**src/rtl/dlbp_pkg.sv**
```systemverilog
`timescale 1ns / 1ps

package dlbp_pkg;

   // default width of the size accumulator and payload counter
   localparam int SIZE_BITS_DEFAULT = 30;

   // fixed widths of the result fields
   localparam int BYTE_W  = 8;
   localparam int KIND_W  = 2;
   localparam int CODE_W  = 2;
   localparam int BSIZE_W = 30;

   // framing characters
   localparam logic [BYTE_W-1:0] CHAR_HASH    = 8'h23;
   localparam logic [BYTE_W-1:0] CHAR_NEWLINE = 8'h0A;
   localparam logic [BYTE_W-1:0] CHAR_ZERO    = 8'd48;
   localparam logic [BYTE_W-1:0] CHAR_NINE    = 8'd57;

   // result kinds
   localparam logic [KIND_W-1:0] KIND_PAYLOAD = 2'd0;
   localparam logic [KIND_W-1:0] KIND_DONE    = 2'd1;
   localparam logic [KIND_W-1:0] KIND_ERROR   = 2'd2;

   // error codes
   localparam logic [CODE_W-1:0] ERR_BAD_START = 2'd0;
   localparam logic [CODE_W-1:0] ERR_BAD_COUNT = 2'd1;
   localparam logic [CODE_W-1:0] ERR_BAD_DIGIT = 2'd2;
   localparam logic [CODE_W-1:0] ERR_BAD_END   = 2'd3;

   // deframer phases
   typedef enum logic [2:0] {
      PH_HUNT  = 3'd0,
      PH_COUNT = 3'd1,
      PH_SIZE  = 3'd2,
      PH_DATA  = 3'd3,
      PH_END   = 3'd4
   } phase_type;

   // one result transaction
   typedef struct packed {
      logic [KIND_W-1:0]  kind;
      logic [BYTE_W-1:0]  payload_byte;
      logic               last_payload;
      logic [BSIZE_W-1:0] block_size;
      logic [CODE_W-1:0]  error_code;
   } result_type;

   function automatic logic is_digit(input logic [BYTE_W-1:0] b);
      is_digit = (b >= CHAR_ZERO) && (b <= CHAR_NINE);
   endfunction

endpackage

```
**src/rtl/dlbp_in_stage.sv**
```systemverilog
`timescale 1ns / 1ps

module dlbp_in_stage (
   input  logic                        clock,
   input  logic                        reset,
   input  logic                        req_valid,
   output logic                        req_stall,
   input  logic [dlbp_pkg::BYTE_W-1:0] req_in_byte,
   input  logic                        advance,
   output logic                        byte_valid,
   output logic [dlbp_pkg::BYTE_W-1:0] byte_data
);
   import dlbp_pkg::*;

   logic              valid_ff, valid_in;
   logic [BYTE_W-1:0] byte_ff, byte_in;
   logic              load;

   // hold the byte until the framer consumes it
   always_comb begin
      req_stall = valid_ff && !advance;
      load      = req_valid && !req_stall;
      valid_in  = load ? 1'b1 : (advance ? 1'b0 : valid_ff);
      byte_in   = load ? req_in_byte : byte_ff;
   end

   always_ff @(posedge clock) begin
      if (reset) begin
         valid_ff <= 1'b0;
      end else begin
         valid_ff <= valid_in;
      end
      byte_ff <= byte_in;
   end

   assign byte_valid = valid_ff;
   assign byte_data  = byte_ff;

endmodule

```
**src/rtl/dlbp_framer.sv**
```systemverilog
`timescale 1ns / 1ps

module dlbp_framer #(
   parameter int SIZE_BITS = dlbp_pkg::SIZE_BITS_DEFAULT
) (
   input  logic                        clock,
   input  logic                        reset,
   input  logic                        advance,
   input  logic [dlbp_pkg::BYTE_W-1:0] byte_data,
   output logic                        res_valid,
   output dlbp_pkg::result_type        res
);
   import dlbp_pkg::*;

   localparam int ACC_W = SIZE_BITS + 4;

   phase_type            phase_ff, phase_in;
   logic [3:0]           digits_ff, digits_in;
   logic [SIZE_BITS-1:0] size_ff, size_in;
   logic [SIZE_BITS-1:0] left_ff, left_in;

   logic [BYTE_W-1:0]    diff;
   logic [3:0]           digit;
   logic [3:0]           digits_dec;
   logic [ACC_W-1:0]     acc_wide;
   logic [SIZE_BITS-1:0] acc_sat;
   logic [SIZE_BITS-1:0] left_dec;
   logic [BSIZE_W-1:0]   size_out;

   // digit value and saturating size * 10 + digit
   always_comb begin
      diff       = byte_data - CHAR_ZERO;
      digit      = diff[3:0];
      digits_dec = digits_ff - 4'd1;
      acc_wide   = ({4'b0, size_ff} << 3) + ({4'b0, size_ff} << 1)
                 + {{(ACC_W-4){1'b0}}, digit};
      acc_sat    = (|acc_wide[ACC_W-1:SIZE_BITS]) ? {SIZE_BITS{1'b1}}
                                                  : acc_wide[SIZE_BITS-1:0];
      left_dec   = left_ff - {{(SIZE_BITS-1){1'b0}}, 1'b1};
   end

   // fit the decoded size to the result field
   generate
      if (SIZE_BITS >= BSIZE_W) begin : g_trunc
         assign size_out = size_ff[BSIZE_W-1:0];
      end else begin : g_ext
         assign size_out = {{(BSIZE_W-SIZE_BITS){1'b0}}, size_ff};
      end
   endgenerate

   // next state and result for the current byte
   always_comb begin
      phase_in  = phase_ff;
      digits_in = digits_ff;
      size_in   = size_ff;
      left_in   = left_ff;
      res_valid = 1'b0;
      res       = '0;
      unique case (phase_ff)
         PH_COUNT: begin
            if (!is_digit(byte_data)) begin
               res_valid      = 1'b1;
               res.kind       = KIND_ERROR;
               res.error_code = ERR_BAD_COUNT;
               phase_in       = PH_HUNT;
               digits_in      = '0;
               size_in        = '0;
               left_in        = '0;
            end else begin
               size_in   = '0;
               digits_in = digit;
               if (digit == 4'd0) begin
                  left_in  = '0;
                  phase_in = PH_END;
               end else begin
                  phase_in = PH_SIZE;
               end
            end
         end
         PH_SIZE: begin
            if (!is_digit(byte_data)) begin
               res_valid      = 1'b1;
               res.kind       = KIND_ERROR;
               res.error_code = ERR_BAD_DIGIT;
               phase_in       = PH_HUNT;
               digits_in      = '0;
               size_in        = '0;
               left_in        = '0;
            end else begin
               size_in   = acc_sat;
               digits_in = digits_dec;
               if (digits_dec == 4'd0) begin
                  left_in  = acc_sat;
                  phase_in = (acc_sat == '0) ? PH_END : PH_DATA;
               end
            end
         end
         PH_DATA: begin
            left_in          = left_dec;
            res_valid        = 1'b1;
            res.kind         = KIND_PAYLOAD;
            res.payload_byte = byte_data;
            res.last_payload = (left_dec == '0);
            if (left_dec == '0) begin
               phase_in = PH_END;
            end
         end
         PH_END: begin
            res_valid = 1'b1;
            phase_in  = PH_HUNT;
            digits_in = '0;
            size_in   = '0;
            left_in   = '0;
            if (byte_data != CHAR_NEWLINE) begin
               res.kind       = KIND_ERROR;
               res.error_code = ERR_BAD_END;
            end else begin
               res.kind       = KIND_DONE;
               res.block_size = size_out;
            end
         end
         default: begin
            // hunting, unused codes included
            phase_in  = PH_HUNT;
            digits_in = '0;
            size_in   = '0;
            left_in   = '0;
            if (byte_data != CHAR_HASH) begin
               res_valid      = 1'b1;
               res.kind       = KIND_ERROR;
               res.error_code = ERR_BAD_START;
            end else begin
               phase_in = PH_COUNT;
            end
         end
      endcase
   end

   // state registers advance once per consumed byte
   always_ff @(posedge clock) begin
      if (reset) begin
         phase_ff  <= PH_HUNT;
         digits_ff <= '0;
         size_ff   <= '0;
         left_ff   <= '0;
      end else if (advance) begin
         phase_ff  <= phase_in;
         digits_ff <= digits_in;
         size_ff   <= size_in;
         left_ff   <= left_in;
      end
   end

endmodule

```
**src/rtl/dlbp_out_stage.sv**
```systemverilog
`timescale 1ns / 1ps

module dlbp_out_stage (
   input  logic                         clock,
   input  logic                         reset,
   input  logic                         byte_valid,
   input  logic                         res_valid,
   input  dlbp_pkg::result_type         res,
   output logic                         advance,
   output logic                         rsp_valid,
   input  logic                         rsp_stall,
   output logic [dlbp_pkg::KIND_W-1:0]  rsp_kind,
   output logic [dlbp_pkg::BYTE_W-1:0]  rsp_payload_byte,
   output logic                         rsp_last_payload,
   output logic [dlbp_pkg::BSIZE_W-1:0] rsp_block_size,
   output logic [dlbp_pkg::CODE_W-1:0]  rsp_error_code
);
   import dlbp_pkg::*;

   logic       valid_ff, valid_in;
   result_type res_ff, res_in;
   logic       load;

   // the framer moves on whenever the result slot is free or draining
   always_comb begin
      advance  = byte_valid && (!valid_ff || !rsp_stall);
      load     = advance && res_valid;
      valid_in = load ? 1'b1 : ((valid_ff && !rsp_stall) ? 1'b0 : valid_ff);
      res_in   = load ? res : res_ff;
   end

   always_ff @(posedge clock) begin
      if (reset) begin
         valid_ff <= 1'b0;
      end else begin
         valid_ff <= valid_in;
      end
      res_ff <= res_in;
   end

   assign rsp_valid        = valid_ff;
   assign rsp_kind         = res_ff.kind;
   assign rsp_payload_byte = res_ff.payload_byte;
   assign rsp_last_payload = res_ff.last_payload;
   assign rsp_block_size   = res_ff.block_size;
   assign rsp_error_code   = res_ff.error_code;

endmodule

```
**src/rtl/definite_length_block_parser.sv**
```systemverilog
`timescale 1ns / 1ps

// Deframes definite-length arbitrary blocks from a byte stream: '#', one digit N,
// N decimal size digits, the payload and a closing newline. Each payload byte comes
// out as a payload transaction (the final one flagged), the newline gives a done
// transaction with the decoded size, and any framing violation gives an error
// transaction and a return to hunting for '#'. One byte is taken per cycle while
// req_stall is low; a byte is held in the input register and its result is then
// registered in the result register, from which it is offered to the consumer. The
// byte rate is set by the single framer state update, and rsp_stall back-pressures
// req_stall in the same cycle. Size digits beyond the accumulator range saturate at
// 2^SIZE_BITS - 1.
module definite_length_block_parser #(
   parameter int SIZE_BITS = dlbp_pkg::SIZE_BITS_DEFAULT
) (
   input  logic                         clock,
   input  logic                         reset,
   input  logic                         req_valid,
   output logic                         req_stall,
   input  logic [dlbp_pkg::BYTE_W-1:0]  req_in_byte,
   output logic                         rsp_valid,
   input  logic                         rsp_stall,
   output logic [dlbp_pkg::KIND_W-1:0]  rsp_kind,
   output logic [dlbp_pkg::BYTE_W-1:0]  rsp_payload_byte,
   output logic                         rsp_last_payload,
   output logic [dlbp_pkg::BSIZE_W-1:0] rsp_block_size,
   output logic [dlbp_pkg::CODE_W-1:0]  rsp_error_code
);
   import dlbp_pkg::*;

   logic              advance;
   logic              byte_valid;
   logic [BYTE_W-1:0] byte_data;
   logic              res_valid;
   result_type        res;

   // input register
   dlbp_in_stage u_in_stage (
      .clock       (clock),
      .reset       (reset),
      .req_valid   (req_valid),
      .req_stall   (req_stall),
      .req_in_byte (req_in_byte),
      .advance     (advance),
      .byte_valid  (byte_valid),
      .byte_data   (byte_data)
   );

   // framing state machine
   dlbp_framer #(
      .SIZE_BITS (SIZE_BITS)
   ) u_framer (
      .clock     (clock),
      .reset     (reset),
      .advance   (advance),
      .byte_data (byte_data),
      .res_valid (res_valid),
      .res       (res)
   );

   // result register
   dlbp_out_stage u_out_stage (
      .clock            (clock),
      .reset            (reset),
      .byte_valid       (byte_valid),
      .res_valid        (res_valid),
      .res              (res),
      .advance          (advance),
      .rsp_valid        (rsp_valid),
      .rsp_stall        (rsp_stall),
      .rsp_kind         (rsp_kind),
      .rsp_payload_byte (rsp_payload_byte),
      .rsp_last_payload (rsp_last_payload),
      .rsp_block_size   (rsp_block_size),
      .rsp_error_code   (rsp_error_code)
   );

endmodule
```
**config.mk**
```make
export PLATFORM = sky130hd
export DESIGN_NAME = definite_length_block_parser
export DESIGN_NICKNAME = d
export VERILOG_FILES = /design/src/rtl/dlbp_pkg.sv /design/src/rtl/dlbp_in_stage.sv /design/src/rtl/dlbp_framer.sv /design/src/rtl/dlbp_out_stage.sv /design/src/rtl/definite_length_block_parser.sv
export SDC_FILE = /design/constraint.sdc
export NUM_CORES = 1
export LEC_CHECK = 0
export BUFFER_PORTS_ARGS = -buffer_cell sky130_fd_sc_hd__buf_2
export CORE_ASPECT_RATIO = 0.9
export CORE_MARGIN = 10
export CORE_UTILIZATION = 30
export DETAILED_ROUTE_END_ITERATION = 8
export GPL_TIMING_DRIVEN = 0
export PLACE_DENSITY_LB_ADDON = 0.15
export SETUP_SLACK_MARGIN = 0.02
export SYNTH_ARGS = -nofsm -noshare
export SYNTH_HDL_FRONTEND = slang
export SYNTH_SLANG_ARGS = --single-unit
```
**constraint.sdc**
```tcl
create_clock -name clock -period 5.4 [get_ports clock]
set_input_delay 1.62 -clock clock [delete_from_list [all_inputs] [get_ports clock]]
set_output_delay 1.62 -clock clock [all_outputs]
set_load 0.005 [all_outputs]
```
# == After elaboration in Yosys (flattened, before gate mapping) ==
# Cells that the tools add are included.
# totals
regBits,120
input_bits,12
output_inout_bits,45
elab_cells,87
# classes
addsub,5
magnitude_cmp,2
n_eq_ne,9
n_mux,33
bitwise_logic,2
n_reduce_logical,24
# op_table
cell,n
$mux W30,6
$pmux W30 S3,1
$logic_not A30 Y1,2
$pmux W30 S2,1
$add A33 B31 Y34,1
$add A34 B4 Y34,1
$sub A30 B1 Y30 const B,1
$mux W3,6
$pmux W2 S3,2
$pmux W3 S4,1
$pmux W4 S3,1
$ge A8 B6 Y1 const B,1
$le A8 B6 Y1 const B,1
$logic_not A4 Y1,2
$mux W1,8
$mux W2,4
$mux W4,2
$ne A8 B4 Y1 const B,1
$ne A8 B6 Y1 const B,1
$sub A4 B1 Y4 const B,2
$eq A3 B2 Y1 const B,2
$logic_and A1 B1 Y1,6
$ne A3 B3 Y1 const B,2
$reduce_and A3 Y1,2
11 further kinds,18

# == Longest topological paths before layout ==
# depth
ltp_word,9
depth_mapped,16
mapped_depth_nobuf,14

# == Modules after synthesis ==
# Synthesis repeated with hierarchy kept, for this count alone.
# hier_totals
cells_unflattened,954
hier_area_um2,8175.3
# modules_own_cells
mod,instances,cells_each,area_per_inst_um2,seq_area_each_um2
dlbp_framer,1,893,6550.0,1341.3
dlbp_out_stage,1,49,1335.0,1311.3
dlbp_in_stage,1,12,290.3,260.2

# == Worst setup path before layout ==
# OpenSTA, ideal clock, no wires.
# synth_timing
kind,input -> register
startpoint,in rsp_stall
endpoint,"reg u_out_stage.res_ff (netlist bit u_out_stage.rsp_block_size[0]), enable pin"
setup_time_ps,445
t_arrival_ps,3670
required_time_ps,4955
setup_slack_ps,1285
cell_stages,3
n_path_buf,0
cell_sequence,nand2_1 nand2_1 nor2_1
# synth_between
elab_chain_len,4
# synth_rtl
element,line_no,rtl
"start, declared",definite_length_block_parser.sv:22,"input logic rsp_stall,"
$logic_not A1 Y1,dlbp_out_stage.sv:26,advance = byte_valid && (!valid_ff || !rsp_stall);
$logic_or A1 B1 Y1,dlbp_out_stage.sv:26,
$logic_and A1 B1 Y1,dlbp_out_stage.sv:26,
$logic_and A1 B1 Y1,dlbp_out_stage.sv:27,load = advance && res_valid;
net u_out_stage.load,dlbp_out_stage.sv:22,logic load;
"end signal, assigned",dlbp_out_stage.sv:38,res_ff <= res_in;
"end, declared",dlbp_out_stage.sv:21,"result_type res_ff, res_in;"
# The timed path passes the listed nets, and every way through them passes these cells.
# A chain may end at the register's enable or synchronous reset.

# == Worst setup path after layout ==
# layout_timing
startpoint,"reg u_in_stage.byte_ff[3], in the netlist u_in_stage.byte_data[3]"
endpoint,reg u_framer.left_ff[5]
# layout_between
elab_chain_len,7
elab_cells_between_ends,15
cone_classes,add/sub (2); order compare (2); eq/ne (2); mux (5); reduce/logical (4)
# layout_rtl
element,line_no,rtl
"start, declared",dlbp_in_stage.sv:16,"logic [BYTE_W-1:0] byte_ff, byte_in;"
"start signal, assigned",dlbp_in_stage.sv:33,byte_ff <= byte_in;
$sub A4 B1 Y4,dlbp_framer.sv:32,diff = byte_data - CHAR_ZERO;
$add A34 B4 Y34,dlbp_framer.sv:36,"+ {{(ACC_W-4){1'b0}}, digit};"
$reduce_or A4 Y1,dlbp_framer.sv:37,acc_sat = (|acc_wide[ACC_W-1:SIZE_BITS]) ? {SIZE_BITS{1'b1}}
$mux W30,dlbp_framer.sv:37,
$mux W30,dlbp_framer.sv:92,if (digits_dec == 4'd0) begin
$mux W30,dlbp_framer.sv:81,if (!is_digit(byte_data)) begin
$pmux W30 S3,dlbp_framer.sv:59,unique case (phase_ff)
"end signal, assigned",dlbp_framer.sv:150,left_ff <= left_in;
"end, declared",dlbp_framer.sv:20,"logic [SIZE_BITS-1:0] left_ff, left_in;"
# Several ways; a longest one is shown, not always the timed one. The select of a mux whose other input is x is not followed.

==> flow_summary.ini <==
[outcome]
outcome = completed

[cells_and_area]
diodes = 0
area.growth.synth_to_final_pct = 16.8
post_route_cells_drive_above_1_share_pct = 10.7
layout.filler_cells = 2836
nNetsFinal = 1130

[sta]
setup_repair_after_global_routing_missed_its_margin = no
post-route-worst-setup-slack_ps = 633
slew_headroom_pct = 41.2
skew_ps = 11.1
timing.setup.tns_ps = 0
fmax_mhz = 210
finalSetupViolCount = 0
finalMaxSlewViolations = 0
worst-slew-pin-transition_ps = 877
fin_crit_ps = 4770
final-hold-violation-count = 0
min_period_over_period_pct = 88.3

[worst_setup_path]
setup.reg_to_reg.worst_slack_ps = 630
critical_path_class = reg2reg
setup.worst_path.end_class = flip-flop
crit_path_start_kind = flip-flop
worstPathMaxFanout = 10
worst_ep_required_time_ps = 5680
arrival_time_worst_endpoint_ps = 5050
timing.rr.start = u_in_stage.byte_data[3]
worst_r2r_path_depth = 15
worstReg2RegEnd = u_framer.left_ff[5]

[pwr]
ratio_of_total_power_to_cell_area_nw_per_um2 = 248
p_clk_share_pct = 51.6
worst_ir_drop_vdd_mv = 0.180
power.share.switching_pct = 25.6
switchingPower_w = 0.000600
power.leakage_nw = 3.60
totalPowerFinal_w = 0.00234
share_comb_of_total_power_pct = 6.7
seq_power_share_pct = 41.7
power_report.internal_total_w = 0.00174

[drt]
post_drt_wl_per_cell_um = 18.5
dr.first_iter.drc_count = 668
final_antenna_violating_net_count = 0
drcViolationCount = 0
drt-total-wl_mm = 26.3
detailroute.via_count = 7565
detail_route.first_pass.iterations = 5
vias_cell = 5.33

[cts]
num_cts_buffers = 17
htreeDepth = 4
clock_latency_on_the_worst_skew_pair_ps = 430
cts_sinks = 120
clk_root_buffer_cell = sky130_fd_sc_hd__clkbuf_16
cts.reportedPaths.clkPinSlew_ps = 60
cts.path.max_buffers = 2
tritoncts_clock_tree = yes
cts_repair_resize_count = 0
cts_hold_repair.buffers = 0
post_cts_buffers = 0

[placed_design]
place.port_buffers = 55
worst_setup_slack_before_clock_tree_synthesis_ps = 684
dp_hpwl_mm = 19.9
gpl.final_weighted_congestion = 0.884

[floorplan]
coreArea_um2 = 26800
die_w_um = 193
die_h_um = 176
count_of_boundary_i_o_pins = 57
effective_utilization_at_floorplan_pct = 30.2
count_of_standard_cell_rows = 57
fp.dieArea_um2 = 34000

[synthesis]
synth_fp_nets = 1055
synth_area_leader_cell = sky130_fd_sc_hd__edfxtp_1
yosysSeqAreaShare_pct = 35.9
asyncSetResetFlopFracSynth_pct = 0
avgSynthCellArea_um2 = 8.29
share_of_yosys_cell_area_claimed_by_the_top_area_cell_type_pct = 18.9
synth_seq_cells = 120
yosysUniqueCellTypes = 77
synth_cells = 978
synth.top_cells.by_area = sky130_fd_sc_hd__edfxtp_1 19%, sky130_fd_sc_hd__dfxtp_1 17%, sky130_fd_sc_hd__ha_1 9.7%, sky130_fd_sc_hd__a21oi_1 8.5%, sky130_fd_sc_hd__nand2_1 5.8%
synth_edf_count = 51
synth.most_common_cell = sky130_fd_sc_hd__a21oi_1
synthFlopType = sky130_fd_sc_hd__dfxtp_1
synth_area_um2 = 8110
synth_top_cells_by_count = 138 x sky130_fd_sc_hd__a21oi_1, 126 x sky130_fd_sc_hd__nand2_1, 82 x sky130_fd_sc_hd__nor2_1
yosysWarningCount = 0

[worst_hold_path]
min_delay_worst_endpoint = u_framer.digits_ff[3]
worst_hold_startpoint = u_framer.digits_ff[3]
hold_critical_path_depth = 2
timing.hold.worst.class = reg2reg

[global_route]
grt_pass1_wl_mm = 41.8
maximum_number_of_pins_on_one_net_before_global_route_repair = 32
grt_util_all_layers_pct = 15.3
antenna_found_initial = 0
grt_pass1_vias = 7366
globalRoute.totalOverflow = 0

[job]
cap_viol_max_count = 0
==> layout by cell type (no fill, tap or decap), types with 7 or more instances in the layout <==
cell,count
sky130_fd_sc_hd__buf_2,58
sky130_fd_sc_hd__edfxtp_1,51
sky130_fd_sc_hd__and2_1,41
sky130_fd_sc_hd__o21a_1,7
sky130_fd_sc_hd__nand3_1,15
sky130_fd_sc_hd__nand2_1,126
sky130_fd_sc_hd__nor2_1,81
sky130_fd_sc_hd__nand4_1,9
sky130_fd_sc_hd__and3_1,10
sky130_fd_sc_hd__dfxtp_1,69
sky130_fd_sc_hd__nor3_1,22
sky130_fd_sc_hd__nor2b_1,7
sky130_fd_sc_hd__xor2_1,12
sky130_fd_sc_hd__nor4_1,11
sky130_fd_sc_hd__xnor2_1,18
sky130_fd_sc_hd__o22ai_1,18
sky130_fd_sc_hd__clkbuf_1,49
sky130_fd_sc_hd__a31oi_1,8
sky130_fd_sc_hd__a21oi_1,138
sky130_fd_sc_hd__clkbuf_16,17
sky130_fd_sc_hd__inv_1,21
sky130_fd_sc_hd__ha_1,63
sky130_fd_sc_hd__a21o_1,10
sky130_fd_sc_hd__o21ai_0,64
==> metrics by stage <==
stage / instance area [µm²] / utilization (%) / hold WS [ps] / cells
CTS: 9470 / 35.3 / 474 / 1420
finish: 9470 / 35.3 / 478 / 1420
global route: 9470 / 35.3 / 497 / 1420
global placement: 8820 / 32.9 / 457 / 1387
floorplan: 8110 / - / 444 / 978
detailed placement: 8860 / 33.0 / 466 / 1388
==> sequential cells by signal, summed over array words and instances, names as in the netlist, 3 cells and up <==
signal                        count
u_framer.left_ff                 30
u_out_stage.rsp_payload_byte      8
u_framer.size_ff                 30
u_framer.digits_ff                4
u_framer.phase_ff                 3
u_in_stage.byte_data              8
u_out_stage.rsp_block_size       30
==> final cells by class <==
type	count	area (µm²)	share of cell area (%)
Multi-Input combinational cell	784	4920	52.0
Buffer	53	210	2.22
Clock buffer	18	429	4.53
Clock inverter	14	175	1.85
Timing Repair Buffer	56	295	3.12
Tap cell	354	443	4.68
Sequential cell	120	2910	30.8
Inverter	21	78.8	0.833
==> critical path, cell delays in order (launching register included) <==
cell and delay (ps):
sky130_fd_sc_hd__edfxtp_1 430, sky130_fd_sc_hd__inv_1 160, sky130_fd_sc_hd__fa_1 550, sky130_fd_sc_hd__inv_1 70
sky130_fd_sc_hd__fa_1 460, sky130_fd_sc_hd__a21o_1 240, sky130_fd_sc_hd__a221o_1 410, sky130_fd_sc_hd__a211oi_2 360
sky130_fd_sc_hd__o31ai_1 230, sky130_fd_sc_hd__a32oi_1 270, sky130_fd_sc_hd__mux2i_1 190, sky130_fd_sc_hd__and4b_1 260
sky130_fd_sc_hd__clkbuf_1 390, sky130_fd_sc_hd__a21oi_1 190, sky130_fd_sc_hd__o21ai_0 300, sky130_fd_sc_hd__a21oi_1 110
==> metal layers <==
metal / GRT usage, % / vias to the layer above / share of wire, %
met5: 0 / - / 0
met4: 4.10 / 0 / 1.2
met3: 2.26 / 21 / 4.1
met2: 24.1 / 182 / 45
met1: 21.2 / 3624 / 50
li1: - / 3738 / -
==> cell families (layout without fill, tap and decap cells) <==
logic type / count (synthesis) / after routing / synth area share, %
buffers and inverters: 74 / 162 / 3.57
AND/OR/NAND/NOR: 382 / 382 / 24.4
flip-flops: 120 / 120 / 35.9
multiplexers: 6 / 6 / 0.756
XOR/XNOR: 30 / 30 / 3.24
AO/OA/AOI/OAI: 301 / 301 / 21.9
adder cells (fa/ha/maj): 65 / 65 / 10.2
==> worst max path at each step <==
stage	startpoint	slack, ps	end
floorplan	rsp_stall	1280	u_out_stage.rsp_block_size[0]
global placement	rsp_stall	-330	u_out_stage.rsp_block_size[24]
detailed placement	u_in_stage.byte_data[3]	680	u_framer.left_ff[16]
CTS	u_in_stage.byte_data[3]	670	u_framer.left_ff[16]
global route	u_in_stage.byte_data[3]	250	u_framer.left_ff[5]
finish	u_in_stage.byte_data[3]	630	u_framer.left_ff[5]
==> power groups by stage <==
stage / clock (W) / combinational, W / sequential [W]
after global routing: 0.00128 / 0.000173 / 0.000978
final: 0.00121 / 0.000157 / 0.000976
after detailed placement: 0 / 0.000157 / 0.000996
after global placement: 0 / 0.000156 / 0.000997
after CTS: 0.00124 / 0.000158 / 0.000976
after floorplan: 0 / 0.0000912 / 0.000997
No activity file was read; power rests on OpenSTA's default activity.
